--- src/rtl/trcs_pkg.sv ---
package trcs_pkg;

    // Fixed field widths of the two channels and of the opcode.
    localparam int DATA_W    = 16;
    localparam int OPN_W     = 2;
    localparam int IN_ADDR_W = 6;
    localparam int PC_OUT_W  = 6;
    localparam int OPC_W     = 8;

    // Defaults for the top level parameters.
    localparam int MEM_WORDS_DEF = 64;
    localparam int REG_COUNT_DEF = 16;

    // Host operations carried by one input beat.
    localparam logic [OPN_W-1:0] OPN_EXEC  = 2'd0;
    localparam logic [OPN_W-1:0] OPN_WRITE = 2'd1;
    localparam logic [OPN_W-1:0] OPN_READ  = 2'd2;

    // Instruction opcodes, bits 15..8 of an instruction word.
    localparam logic [OPC_W-1:0] OP_MOV   = 8'h00;
    localparam logic [OPC_W-1:0] OP_ADD   = 8'h01;
    localparam logic [OPC_W-1:0] OP_SUB   = 8'h02;
    localparam logic [OPC_W-1:0] OP_MUL   = 8'h03;
    localparam logic [OPC_W-1:0] OP_DIV   = 8'h04;
    localparam logic [OPC_W-1:0] OP_LOAD  = 8'h05;
    localparam logic [OPC_W-1:0] OP_STORE = 8'h06;
    localparam logic [OPC_W-1:0] OP_JNZ   = 8'h07;
    localparam logic [OPC_W-1:0] OP_JMP   = 8'h08;

    // Commands from the controller to the datapath.
    typedef struct packed {
        logic in_load;
        logic host_wr;
        logic host_rd;
        logic rd_cap;
        logic fetch;
        logic ir_load;
        logic reg_rd;
        logic exec;
        logic div_wr;
        logic out_load;
    } trcs_cmd_t;

    // Status from the datapath to the controller.
    typedef struct packed {
        logic halted;
        logic is_div;
        logic div_done;
    } trcs_sts_t;

    // Remainder of an 8-bit value by a modulus, by four restoring
    // compare-and-subtract steps. The quotient must stay below sixteen,
    // which holds for memory addresses and for register indexes alike.
    function automatic logic [7:0] wrap_mod(input logic [7:0] value,
                                            input logic [8:0] modulus);
        logic [12:0] rem;
        logic [12:0] step;
        rem = {5'b0, value};
        for (int i = 3; i >= 0; i--) begin
            step = {4'b0, modulus} << i;
            if (rem >= step) begin
                rem = rem - step;
            end
        end
        return rem[7:0];
    endfunction

endpackage

--- src/rtl/trcs_div.sv ---
module trcs_div (
    input  logic                         aclk,
    input  logic                         aresetn,
    input  logic                         start,
    input  logic [trcs_pkg::DATA_W-1:0]  dividend,
    input  logic [trcs_pkg::DATA_W-1:0]  divisor,
    output logic                         done,
    output logic [trcs_pkg::DATA_W-1:0]  quotient
);
    import trcs_pkg::*;

    localparam int CNT_W = $clog2(DATA_W);
    localparam logic [CNT_W-1:0] LAST_STEP = CNT_W'(DATA_W - 1);

    logic [DATA_W-1:0] rem_reg;
    logic [DATA_W-1:0] quo_reg;
    logic [DATA_W-1:0] dvs_reg;
    logic [CNT_W-1:0]  cnt_reg;
    logic              busy_reg;
    logic              done_reg;

    logic [DATA_W:0]   shifted;
    logic [DATA_W:0]   diff;
    logic              fits;

    // One quotient bit per cycle. A zero divisor always fits, so the
    // quotient comes out as all ones without a special case.
    assign shifted = {rem_reg, quo_reg[DATA_W-1]};
    assign diff    = shifted - {1'b0, dvs_reg};
    assign fits    = (shifted >= {1'b0, dvs_reg});

    always_ff @(posedge aclk) begin
        if (!aresetn) begin
            busy_reg <= 1'b0;
            done_reg <= 1'b0;
            cnt_reg  <= '0;
        end else begin
            done_reg <= busy_reg && (cnt_reg == LAST_STEP);
            if (start) begin
                busy_reg <= 1'b1;
                cnt_reg  <= '0;
            end else if (busy_reg) begin
                cnt_reg <= cnt_reg + 1'b1;
                if (cnt_reg == LAST_STEP) begin
                    busy_reg <= 1'b0;
                end
            end
        end
    end

    always_ff @(posedge aclk) begin
        if (start) begin
            rem_reg <= '0;
            quo_reg <= dividend;
            dvs_reg <= divisor;
        end else if (busy_reg) begin
            rem_reg <= fits ? diff[DATA_W-1:0] : shifted[DATA_W-1:0];
            quo_reg <= {quo_reg[DATA_W-2:0], fits};
        end
    end

    assign done     = done_reg;
    assign quotient = quo_reg;

endmodule

--- src/rtl/trcs_datapath.sv ---
module trcs_datapath #(
    parameter int MEM_WORDS = trcs_pkg::MEM_WORDS_DEF,
    parameter int REG_COUNT = trcs_pkg::REG_COUNT_DEF
) (
    input  logic                            aclk,
    input  logic                            aresetn,
    input  trcs_pkg::trcs_cmd_t             cmd,
    output trcs_pkg::trcs_sts_t             sts,
    input  logic [trcs_pkg::IN_ADDR_W-1:0]  s_address,
    input  logic [trcs_pkg::DATA_W-1:0]     s_write_data,
    output logic [trcs_pkg::PC_OUT_W-1:0]   m_program_counter,
    output logic                            m_halted,
    output logic [trcs_pkg::DATA_W-1:0]     m_read_data,
    output logic [trcs_pkg::DATA_W-1:0]     m_accumulator
);
    import trcs_pkg::*;

    localparam int MAW = $clog2(MEM_WORDS);
    localparam int RIW = $clog2(REG_COUNT);
    localparam logic [8:0]     MEM_MOD  = 9'(MEM_WORDS);
    localparam logic [8:0]     REG_MOD  = 9'(REG_COUNT);
    localparam logic [MAW-1:0] PC_LAST  = MAW'(MEM_WORDS - 1);

    // Shared instruction and data memory, and the register file.
    logic [DATA_W-1:0]    mem_ram [MEM_WORDS];
    logic [MEM_WORDS-1:0] mem_vld_reg;
    logic [DATA_W-1:0]    mem_q_reg;
    logic                 mem_qv_reg;

    logic [DATA_W-1:0]    rf_ram [REG_COUNT];
    logic [REG_COUNT-1:0] rf_vld_reg;
    logic [DATA_W-1:0]    rfa_q_reg;
    logic                 rfa_qv_reg;
    logic [DATA_W-1:0]    rfb_q_reg;
    logic                 rfb_qv_reg;

    logic [IN_ADDR_W-1:0] addr_reg;
    logic [DATA_W-1:0]    wdata_reg;
    logic [DATA_W-1:0]    rdata_reg;
    logic [DATA_W-1:0]    ir_reg;
    logic [DATA_W-1:0]    acc_reg;
    logic [MAW-1:0]       pc_reg;
    logic [MAW-1:0]       pc_next;
    logic                 halt_reg;
    logic                 halt_next;

    logic [PC_OUT_W-1:0]  out_pc_reg;
    logic                 out_halt_reg;
    logic [DATA_W-1:0]    out_rdata_reg;
    logic [DATA_W-1:0]    out_acc_reg;

    logic [7:0]           host_mod;
    logic [7:0]           tgt_mod;
    logic [7:0]           rt_mod;
    logic [7:0]           rs_mod;
    logic [MAW-1:0]       host_idx;
    logic [MAW-1:0]       tgt_idx;
    logic [MAW-1:0]       pc_inc;
    logic [RIW-1:0]       rt_idx;
    logic [RIW-1:0]       rs_idx;
    logic [OPC_W-1:0]     opcode;
    logic [7:0]           pc_wide;

    logic [DATA_W-1:0]    mem_word;
    logic [DATA_W-1:0]    op_a;
    logic [DATA_W-1:0]    op_b;
    logic [2*DATA_W-1:0]  product;
    logic [MAW-1:0]       mem_ra;
    logic                 mem_we;
    logic [MAW-1:0]       mem_wa;
    logic [DATA_W-1:0]    mem_wd;
    logic                 rf_we;
    logic [RIW-1:0]       rf_wa;
    logic [DATA_W-1:0]    rf_wd;

    logic                 div_done;
    logic [DATA_W-1:0]    div_quo;

    assign host_mod = wrap_mod({2'b0, addr_reg}, MEM_MOD);
    assign tgt_mod  = wrap_mod(ir_reg[7:0], MEM_MOD);
    assign rt_mod   = wrap_mod({4'b0, ir_reg[7:4]}, REG_MOD);
    assign rs_mod   = wrap_mod({4'b0, ir_reg[3:0]}, REG_MOD);
    assign host_idx = host_mod[MAW-1:0];
    assign tgt_idx  = tgt_mod[MAW-1:0];
    assign rt_idx   = rt_mod[RIW-1:0];
    assign rs_idx   = rs_mod[RIW-1:0];
    assign opcode   = ir_reg[DATA_W-1:DATA_W-OPC_W];
    assign pc_inc   = (pc_reg == PC_LAST) ? '0 : pc_reg + 1'b1;

    // Entries never written since reset read as zero.
    assign mem_word = mem_qv_reg ? mem_q_reg : '0;
    assign op_a     = rfa_qv_reg ? rfa_q_reg : '0;
    assign op_b     = rfb_qv_reg ? rfb_q_reg : '0;
    assign product  = op_a * op_b;

    always_comb begin
        if (cmd.host_rd) begin
            mem_ra = host_idx;
        end else if (cmd.fetch) begin
            mem_ra = pc_reg;
        end else begin
            mem_ra = tgt_idx;
        end
    end

    always_comb begin
        mem_we    = 1'b0;
        mem_wa    = host_idx;
        mem_wd    = wdata_reg;
        rf_we     = 1'b0;
        rf_wa     = rt_idx;
        rf_wd     = op_b;
        pc_next   = pc_reg;
        halt_next = halt_reg;
        if (cmd.host_wr) begin
            mem_we = 1'b1;
        end
        if (cmd.div_wr) begin
            rf_we = 1'b1;
            rf_wd = div_quo;
        end
        if (cmd.exec) begin
            pc_next = pc_inc;
            case (opcode)
                OP_MOV: begin
                    rf_we = 1'b1;
                    rf_wd = op_b;
                end
                OP_ADD: begin
                    rf_we = 1'b1;
                    rf_wd = op_a + op_b;
                end
                OP_SUB: begin
                    rf_we = 1'b1;
                    rf_wd = op_a - op_b;
                end
                OP_MUL: begin
                    rf_we = 1'b1;
                    rf_wd = product[DATA_W-1:0];
                end
                OP_DIV: begin
                    rf_we = 1'b0;
                end
                OP_LOAD: begin
                    rf_we = 1'b1;
                    rf_wa = '0;
                    rf_wd = mem_word;
                end
                OP_STORE: begin
                    mem_we = 1'b1;
                    mem_wa = tgt_idx;
                    mem_wd = acc_reg;
                end
                OP_JNZ: begin
                    if (acc_reg != '0) begin
                        pc_next = tgt_idx;
                    end
                end
                OP_JMP: begin
                    pc_next = tgt_idx;
                end
                default: begin
                    halt_next = 1'b1;
                end
            endcase
        end
    end

    always_ff @(posedge aclk) begin
        if (mem_we) begin
            mem_ram[mem_wa] <= mem_wd;
        end
        mem_q_reg <= mem_ram[mem_ra];
    end

    always_ff @(posedge aclk) begin
        if (rf_we) begin
            rf_ram[rf_wa] <= rf_wd;
        end
        rfa_q_reg <= rf_ram[rt_idx];
        rfb_q_reg <= rf_ram[rs_idx];
    end

    always_ff @(posedge aclk) begin
        if (!aresetn) begin
            mem_vld_reg <= '0;
            mem_qv_reg  <= 1'b0;
            rf_vld_reg  <= '0;
            rfa_qv_reg  <= 1'b0;
            rfb_qv_reg  <= 1'b0;
            acc_reg     <= '0;
            pc_reg      <= '0;
            halt_reg    <= 1'b0;
        end else begin
            if (mem_we) begin
                mem_vld_reg[mem_wa] <= 1'b1;
            end
            mem_qv_reg <= mem_vld_reg[mem_ra];
            if (rf_we) begin
                rf_vld_reg[rf_wa] <= 1'b1;
                if (rf_wa == '0) begin
                    acc_reg <= rf_wd;
                end
            end
            rfa_qv_reg <= rf_vld_reg[rt_idx];
            rfb_qv_reg <= rf_vld_reg[rs_idx];
            pc_reg     <= pc_next;
            halt_reg   <= halt_next;
        end
    end

    assign pc_wide = 8'(pc_reg);

    always_ff @(posedge aclk) begin
        if (cmd.in_load) begin
            addr_reg  <= s_address;
            wdata_reg <= s_write_data;
            rdata_reg <= '0;
        end else if (cmd.rd_cap) begin
            rdata_reg <= mem_word;
        end
        if (cmd.ir_load) begin
            ir_reg <= mem_word;
        end
        if (cmd.out_load) begin
            out_pc_reg    <= pc_wide[PC_OUT_W-1:0];
            out_halt_reg  <= halt_reg;
            out_rdata_reg <= rdata_reg;
            out_acc_reg   <= acc_reg;
        end
    end

    trcs_div u_div (
        .aclk     (aclk),
        .aresetn  (aresetn),
        .start    (cmd.exec && (opcode == OP_DIV)),
        .dividend (op_a),
        .divisor  (op_b),
        .done     (div_done),
        .quotient (div_quo)
    );

    assign sts.halted   = halt_reg;
    assign sts.is_div   = (opcode == OP_DIV);
    assign sts.div_done = div_done;

    assign m_program_counter = out_pc_reg;
    assign m_halted          = out_halt_reg;
    assign m_read_data       = out_rdata_reg;
    assign m_accumulator     = out_acc_reg;

endmodule

--- src/rtl/trcs_ctrl.sv ---
module trcs_ctrl (
    input  logic                         aclk,
    input  logic                         aresetn,
    input  logic                         s_valid,
    input  logic [trcs_pkg::OPN_W-1:0]   s_operation,
    output logic                         s_ready,
    output logic                         m_valid,
    input  logic                         m_ready,
    output trcs_pkg::trcs_cmd_t          cmd,
    input  trcs_pkg::trcs_sts_t          sts
);
    import trcs_pkg::*;

    typedef enum logic [9:0] {
        S_IDLE   = 10'b0000000001,
        S_HWR    = 10'b0000000010,
        S_HRD    = 10'b0000000100,
        S_HCAP   = 10'b0000001000,
        S_FETCH  = 10'b0000010000,
        S_DECODE = 10'b0000100000,
        S_REGRD  = 10'b0001000000,
        S_EXEC   = 10'b0010000000,
        S_DIV    = 10'b0100000000,
        S_DONE   = 10'b1000000000
    } trcs_state_t;

    trcs_state_t state_reg;
    trcs_state_t state_next;
    logic        m_valid_reg;
    logic        m_valid_next;

    always_comb begin
        state_next = state_reg;
        cmd        = '0;
        case (state_reg)
            S_IDLE: begin
                if (s_valid) begin
                    cmd.in_load = 1'b1;
                    case (s_operation)
                        OPN_EXEC:  state_next = sts.halted ? S_DONE : S_FETCH;
                        OPN_WRITE: state_next = S_HWR;
                        OPN_READ:  state_next = S_HRD;
                        default:   state_next = S_DONE;
                    endcase
                end
            end
            S_HWR: begin
                cmd.host_wr = 1'b1;
                state_next  = S_DONE;
            end
            S_HRD: begin
                cmd.host_rd = 1'b1;
                state_next  = S_HCAP;
            end
            S_HCAP: begin
                cmd.rd_cap = 1'b1;
                state_next = S_DONE;
            end
            S_FETCH: begin
                cmd.fetch  = 1'b1;
                state_next = S_DECODE;
            end
            S_DECODE: begin
                cmd.ir_load = 1'b1;
                state_next  = S_REGRD;
            end
            S_REGRD: begin
                cmd.reg_rd = 1'b1;
                state_next = S_EXEC;
            end
            S_EXEC: begin
                cmd.exec   = 1'b1;
                state_next = sts.is_div ? S_DIV : S_DONE;
            end
            S_DIV: begin
                if (sts.div_done) begin
                    cmd.div_wr = 1'b1;
                    state_next = S_DONE;
                end
            end
            S_DONE: begin
                if (!m_valid_reg || m_ready) begin
                    cmd.out_load = 1'b1;
                    state_next   = S_IDLE;
                end
            end
            default: begin
                state_next = S_IDLE;
            end
        endcase
    end

    assign m_valid_next = cmd.out_load || (m_valid_reg && !m_ready);

    always_ff @(posedge aclk) begin
        if (!aresetn) begin
            state_reg   <= S_IDLE;
            m_valid_reg <= 1'b0;
        end else begin
            state_reg   <= state_next;
            m_valid_reg <= m_valid_next;
        end
    end

    assign s_ready = (state_reg == S_IDLE);
    assign m_valid = m_valid_reg;

endmodule

--- src/rtl/tiny_register_cpu_step.sv ---
// A tiny 16-bit processor with a register file and one memory shared by
// instructions and data. Each input beat either writes a memory word, reads
// one back, or executes the single instruction at the program counter, and
// every input beat yields exactly one result beat carrying the program
// counter, the halt flag, the word read (zero unless the beat was a read)
// and register zero. An execute while halted and an unused operation code
// change no state but still yield their result beat. A divide occupies the
// block longest, as the divider produces one quotient bit per cycle; the
// single read port of the shared memory sets the fetch and decode steps, and
// the registered register file read sets the operand step. The
// next input beat is taken as soon as the previous result sits in the output
// register, even if the consumer has not yet taken it. Memory and register
// file come out of reset reading as zero through per-entry valid bits, so no
// clearing pass is needed and the block is ready as soon as reset is
// released.
module tiny_register_cpu_step #(
    parameter int MEM_WORDS = trcs_pkg::MEM_WORDS_DEF,
    parameter int REG_COUNT = trcs_pkg::REG_COUNT_DEF
) (
    input  logic                            aclk,
    input  logic                            aresetn,
    input  logic                            s_valid,
    output logic                            s_ready,
    input  logic [trcs_pkg::OPN_W-1:0]      s_operation,
    input  logic [trcs_pkg::IN_ADDR_W-1:0]  s_address,
    input  logic [trcs_pkg::DATA_W-1:0]     s_write_data,
    output logic                            m_valid,
    input  logic                            m_ready,
    output logic [trcs_pkg::PC_OUT_W-1:0]   m_program_counter,
    output logic                            m_halted,
    output logic [trcs_pkg::DATA_W-1:0]     m_read_data,
    output logic [trcs_pkg::DATA_W-1:0]     m_accumulator
);
    import trcs_pkg::*;

    // Commands and status between the sequencer and the datapath.
    trcs_cmd_t cmd;
    trcs_sts_t sts;

    // The controller steps through fetch, decode, operand read, execute and, for
    // a divide, a wait on the divider, or through the short host access sequences.
    trcs_ctrl u_ctrl (
        .aclk        (aclk),
        .aresetn     (aresetn),
        .s_valid     (s_valid),
        .s_operation (s_operation),
        .s_ready     (s_ready),
        .m_valid     (m_valid),
        .m_ready     (m_ready),
        .cmd         (cmd),
        .sts         (sts)
    );

    // The datapath holds the memory, the register file, the program counter,
    // the halt flag, the divider and the output register.
    trcs_datapath #(
        .MEM_WORDS (MEM_WORDS),
        .REG_COUNT (REG_COUNT)
    ) u_datapath (
        .aclk              (aclk),
        .aresetn           (aresetn),
        .cmd               (cmd),
        .sts               (sts),
        .s_address         (s_address),
        .s_write_data      (s_write_data),
        .m_program_counter (m_program_counter),
        .m_halted          (m_halted),
        .m_read_data       (m_read_data),
        .m_accumulator     (m_accumulator)
    );

    // Only one item is in flight: right after a beat is taken the block is busy.
    assert property (@(posedge aclk) disable iff (!aresetn)
        (s_valid && s_ready) |=> !s_ready)
        else $error("input taken while an item is still in progress");

    // Once halted, the processor stays halted until reset.
    assert property (@(posedge aclk) disable iff (!aresetn)
        sts.halted |=> sts.halted)
        else $error("halt flag cleared without reset");

    // The shared memory has one read port: at most one access command at a time.
    assert property (@(posedge aclk) disable iff (!aresetn)
        $onehot0({cmd.host_wr, cmd.host_rd, cmd.fetch, cmd.reg_rd, cmd.exec}))
        else $error("conflicting memory commands in one cycle");

    // A divide result is written back only while the sequencer awaits it.
    assert property (@(posedge aclk) disable iff (!aresetn)
        cmd.div_wr |-> (sts.is_div && sts.div_done && !s_ready))
        else $error("divider write-back outside a divide");

endmodule

--- config.mk ---
export PLATFORM = sky130hd
export DESIGN_NAME = tiny_register_cpu_step
export DESIGN_NICKNAME = d
export VERILOG_FILES = /design/src/rtl/trcs_pkg.sv /design/src/rtl/trcs_div.sv /design/src/rtl/trcs_datapath.sv /design/src/rtl/trcs_ctrl.sv /design/src/rtl/tiny_register_cpu_step.sv
export SDC_FILE = /design/constraint.sdc
export NUM_CORES = 2
export LEC_CHECK = 0
export BUFFER_PORTS_ARGS = -buffer_cell sky130_fd_sc_hd__buf_2
export CORE_ASPECT_RATIO = 1.75
export CORE_MARGIN = 2
export CORE_UTILIZATION = 45
export CTS_CLUSTER_SIZE = 25
export DETAILED_ROUTE_END_ITERATION = 8
export PLACE_DENSITY = 0.71
export SLEW_MARGIN = 10
export SYNTH_ARGS = -nofsm -noshare
export SYNTH_HDL_FRONTEND = slang
export SYNTH_SLANG_ARGS = --single-unit
--- constraint.sdc ---
create_clock -name aclk -period 6.9 [get_ports aclk]
set_input_delay 1.38 -clock aclk [delete_from_list [all_inputs] [get_ports aclk]]
set_output_delay 1.38 -clock aclk [all_outputs]
set_load 0.02 [all_outputs]
==> qor.yml <==
run_status:
  status: "completed"
timing:
  grt_setup_unrepaired: "false"
  tns_ns: 0
  finClkSkew_ns: 0.0639
  hold_viol_final: 0
  max_freq_mhz: 149
  holdWs_ns: 0.431
  max_slew_margin_pct: 14.8
  setup_viol: 0
  fin_crit_ns: 6.69
  period_share_pct: 97.0
  tightest_slew_ns: 1.27
  maxSlewViolCount: 0
hold_path:
  min_to: "u_datapath.m_read_data[15]$_DFFE_PP_"
  hp-class: "reg -> reg"
  holdPathStages: 0
  hold_start: "u_datapath.rdata_reg[15]$_SDFFE_PP0N_"
critical_path:
  crit_path_frequent_cell: "buf_4"
  crit_path_max_fanout: 17
  reg2reg_depth: 27
  cp_slowest_cell: "fa_1"
  rr_endpoint: "u_datapath.acc_reg[9]$_SDFFE_PN0P_"
  cp-end-kind: "flop"
  r2r_start: "u_datapath.rfa_qv_reg$_SDFF_PN0_"
  rrSetupSlack_ns: 0.21
  cpPeakStageDelay_ns: 0.50
  crit_required_ns: 7.60
  critPathLaunchType: "flop"
  critPathKind: "reg -> reg"
  cp.arrival_ns: 7.39
cts:
  clock_tree.root_cell: "clkbuf_16"
  cts_setup_buffers: 0
  clk_latency_ns: 0.79
  cts.sinks: 1592
  cts_buffer_depth: 4
  cts_buffers: 147
  cts_htree_levels: 4
  postCtsHoldBufs: 0
  clkSlewWorstSetupHoldPaths_ns: 0.07
  cts_tree: "built"
place:
  io_buffers: 68
  routabilityCongestion: 1.04
  dp.final_hpwl_um: 135000
  dpl_cell_area_um2: 73500
floorplanning:
  rows: 190
  core_um2: 153000
  die_h_um: 523
  dieArea_um2: 157000
  pin_count: 69
  initial_utilization_pct: 45.3
  die_x_um: 301
detailed_routing:
  vias: 44300
  detail-route-antenna-nets: 0
  wl_per_cell_um: 27.8
  drc_errors: 0
  firstDrtPassIters: 6
  viasPerCell: 6.01
  wirelength_um: 205000
  dr.first_iter.drc_count: 4667
synthesis:
  synth_edf_count: 1389
  ys_ff_latch: 1592
  yosysSeqAreaShare_pct: 66.0
  ys_types: 83
  syn_nets: 5235
  syn_avg_cell_area_um2: 13.8
  ys_warn_count: 0
  synth.cell_area_um2: 69300
  yosysTopAreaCellShare_pct: 60.2
  synth_area_leaders: "edfxtp_1, dfxtp_1, mux4_2, nand2_1, mux2i_1"
  synthCells: 5038
  yosysTopAreaCell: "edfxtp_1"
  synth.most_common_cell: "edfxtp_1"
  ys.flop_type: "edfxtp_1"
  async_flop_share_pct: 0
  netlist_top_cells_count: "edfxtp_1, nand2_1, nor2_1, mux2i_1, dfxtp_1"
cells_and_area:
  largest_reg_flops: 1024
  area_delta_synth_final_pct: 12.8
  postLayoutCellArea_um2: 78200
  fin_nets: 5438
  layout-drive-gt1-share_pct: 15.1
pwr:
  power.internal_mw: 15.5
  switching_share_pct: 22.5
  p_seq_share_pct: 53.2
  power_switching_mw: 4.49
  vdd_drop_max_v: 0.000223
  pwr_density_cell_nw_per_um2: 255
  p_comb_share_pct: 6.2
  leakagePower_nw: 28.3
  clkPwrFrac_pct: 40.6
global_routing:
  grt_max_degree: 88
  grt_pass1_wl_um: 294000
  gr-total-overflow: 0
  antenna_found_initial: 3
  first_global_vias: 44300
  track_usage_pct: 25.8
job:
  maxCapViolCount: 0
==> power groups by stage <==
| stage | Clock, mW | Sequential [mW] | Combinational (mW) |
|---|---|---|---|
| after floorplan | 0 | 10.8 | 0.737 |
| after global placement | 0 | 10.8 | 1.19 |
| after detailed placement | 0 | 10.8 | 1.22 |
| after CTS | 8.18 | 10.6 | 1.22 |
| after global routing | 8.53 | 10.6 | 1.31 |
| final | 8.10 | 10.6 | 1.23 |
==> critical path, delay by kind of cell, from the launching register on <==
kind            cells  cell delay (ns)
simple gates        5             0.79
flops               1             0.36
xor+xnor            1             0.46
compound gates      4             0.82
fa+ha+maj           7             2.82
buf+inv            10             1.38
==> cells by family after synthesis <==
logic type | Yosys count | share of synthesized area, %
compound gates | 675 | 6.68
xor+xnor | 82 | 1.08
fa+ha+maj | 169 | 3.94
buf+inv | 488 | 2.90
flops | 1592 | 66.0
mux | 440 | 9.43
simple gates | 1592 | 9.95
==> layout by cell type, fill, tap and decap left out, types with 80 or more instances in the layout <==
cell       synthesis  layout
a21oi_1          190     183
buf_4             10     258
clkbuf_16          0     152
nand4_1           80      80
nor2_1           321     304
ha_1              87      87
fa_1              82      82
mux4_2           170     170
inv_1            192     192
edfxtp_1        1389    1389
nand3_1          147     147
nand2_1          841     825
dfxtp_1          203     203
mux2i_1          262     262
a32oi_1          128     128
==> layout make-up <==
class | instances | area (um^2)
antenna | 2 | 5.00
clock inverter | 62 | 638
inverter | 198 | 743
clock buffer | 197 | 4060
multi-input combinational | 2958 | 21800
timing repair buffer | 344 | 2650
fill | 12700 | 74900
sequential | 1592 | 45800
tap | 2016 | 2520
==> timing repair <==
item                       4_1_cts  5_1_grt
gates cloned                     0        0
pin swaps                        0        0
setup endpoints to repair       49       33
resized for setup                4        3
==> worst max-delay path by stage <==
stage	from	endpoint	slack, ns	cells past startpoint
6_report	u_datapath.rfa_qv_reg$_SDFF_PN0_	u_datapath.acc_reg[9]$_SDFFE_PN0P_	0.21	27
5_1_grt	u_datapath.rfa_qv_reg$_SDFF_PN0_	u_datapath.rf_ram[5][12]$_DFFE_PP_	0.01	25
4_1_cts	u_datapath.rfb_qv_reg$_SDFF_PN0_	u_datapath.rf_ram[1][14]$_DFFE_PP_	0.03	23
3_5_place_dp	u_datapath.rfb_qv_reg$_SDFF_PN0_	u_datapath.rf_ram[9][14]$_DFFE_PP_	-0.24	23
3_3_place_gp	u_datapath.rfb_qv_reg$_SDFF_PN0_	u_datapath.rf_ram[9][14]$_DFFE_PP_	-0.11	23
2_1_floorplan	u_datapath.rfb_qv_reg$_SDFF_PN0_	u_datapath.rf_ram[0][12]$_DFFE_PP_	0.01	24
==> stage by stage <==
step	power, mW	utilization [%]	instances	worst slack, ns
finish	20.0	51.1	7369	0.210
global route	20.5	51.1	7368	0.0123
CTS	20.0	51.1	7367	0.0253
detailed placement	12.0	48.0	7108	-0.237
global placement	12.0	48.0	7108	-0.112
floorplan	11.6	-	5038	0.0142
==> metal layers <==
metal	GRT usage (%)	share of wire, %	vias to the layer above
met3	3.00	6.6	611
met1	28.8	34	22300
met5	0	0	-
met2	44.7	51	2121
met4	20.3	9.1	0
li1	-	-	19200
(Power assumes the default switching activity.)
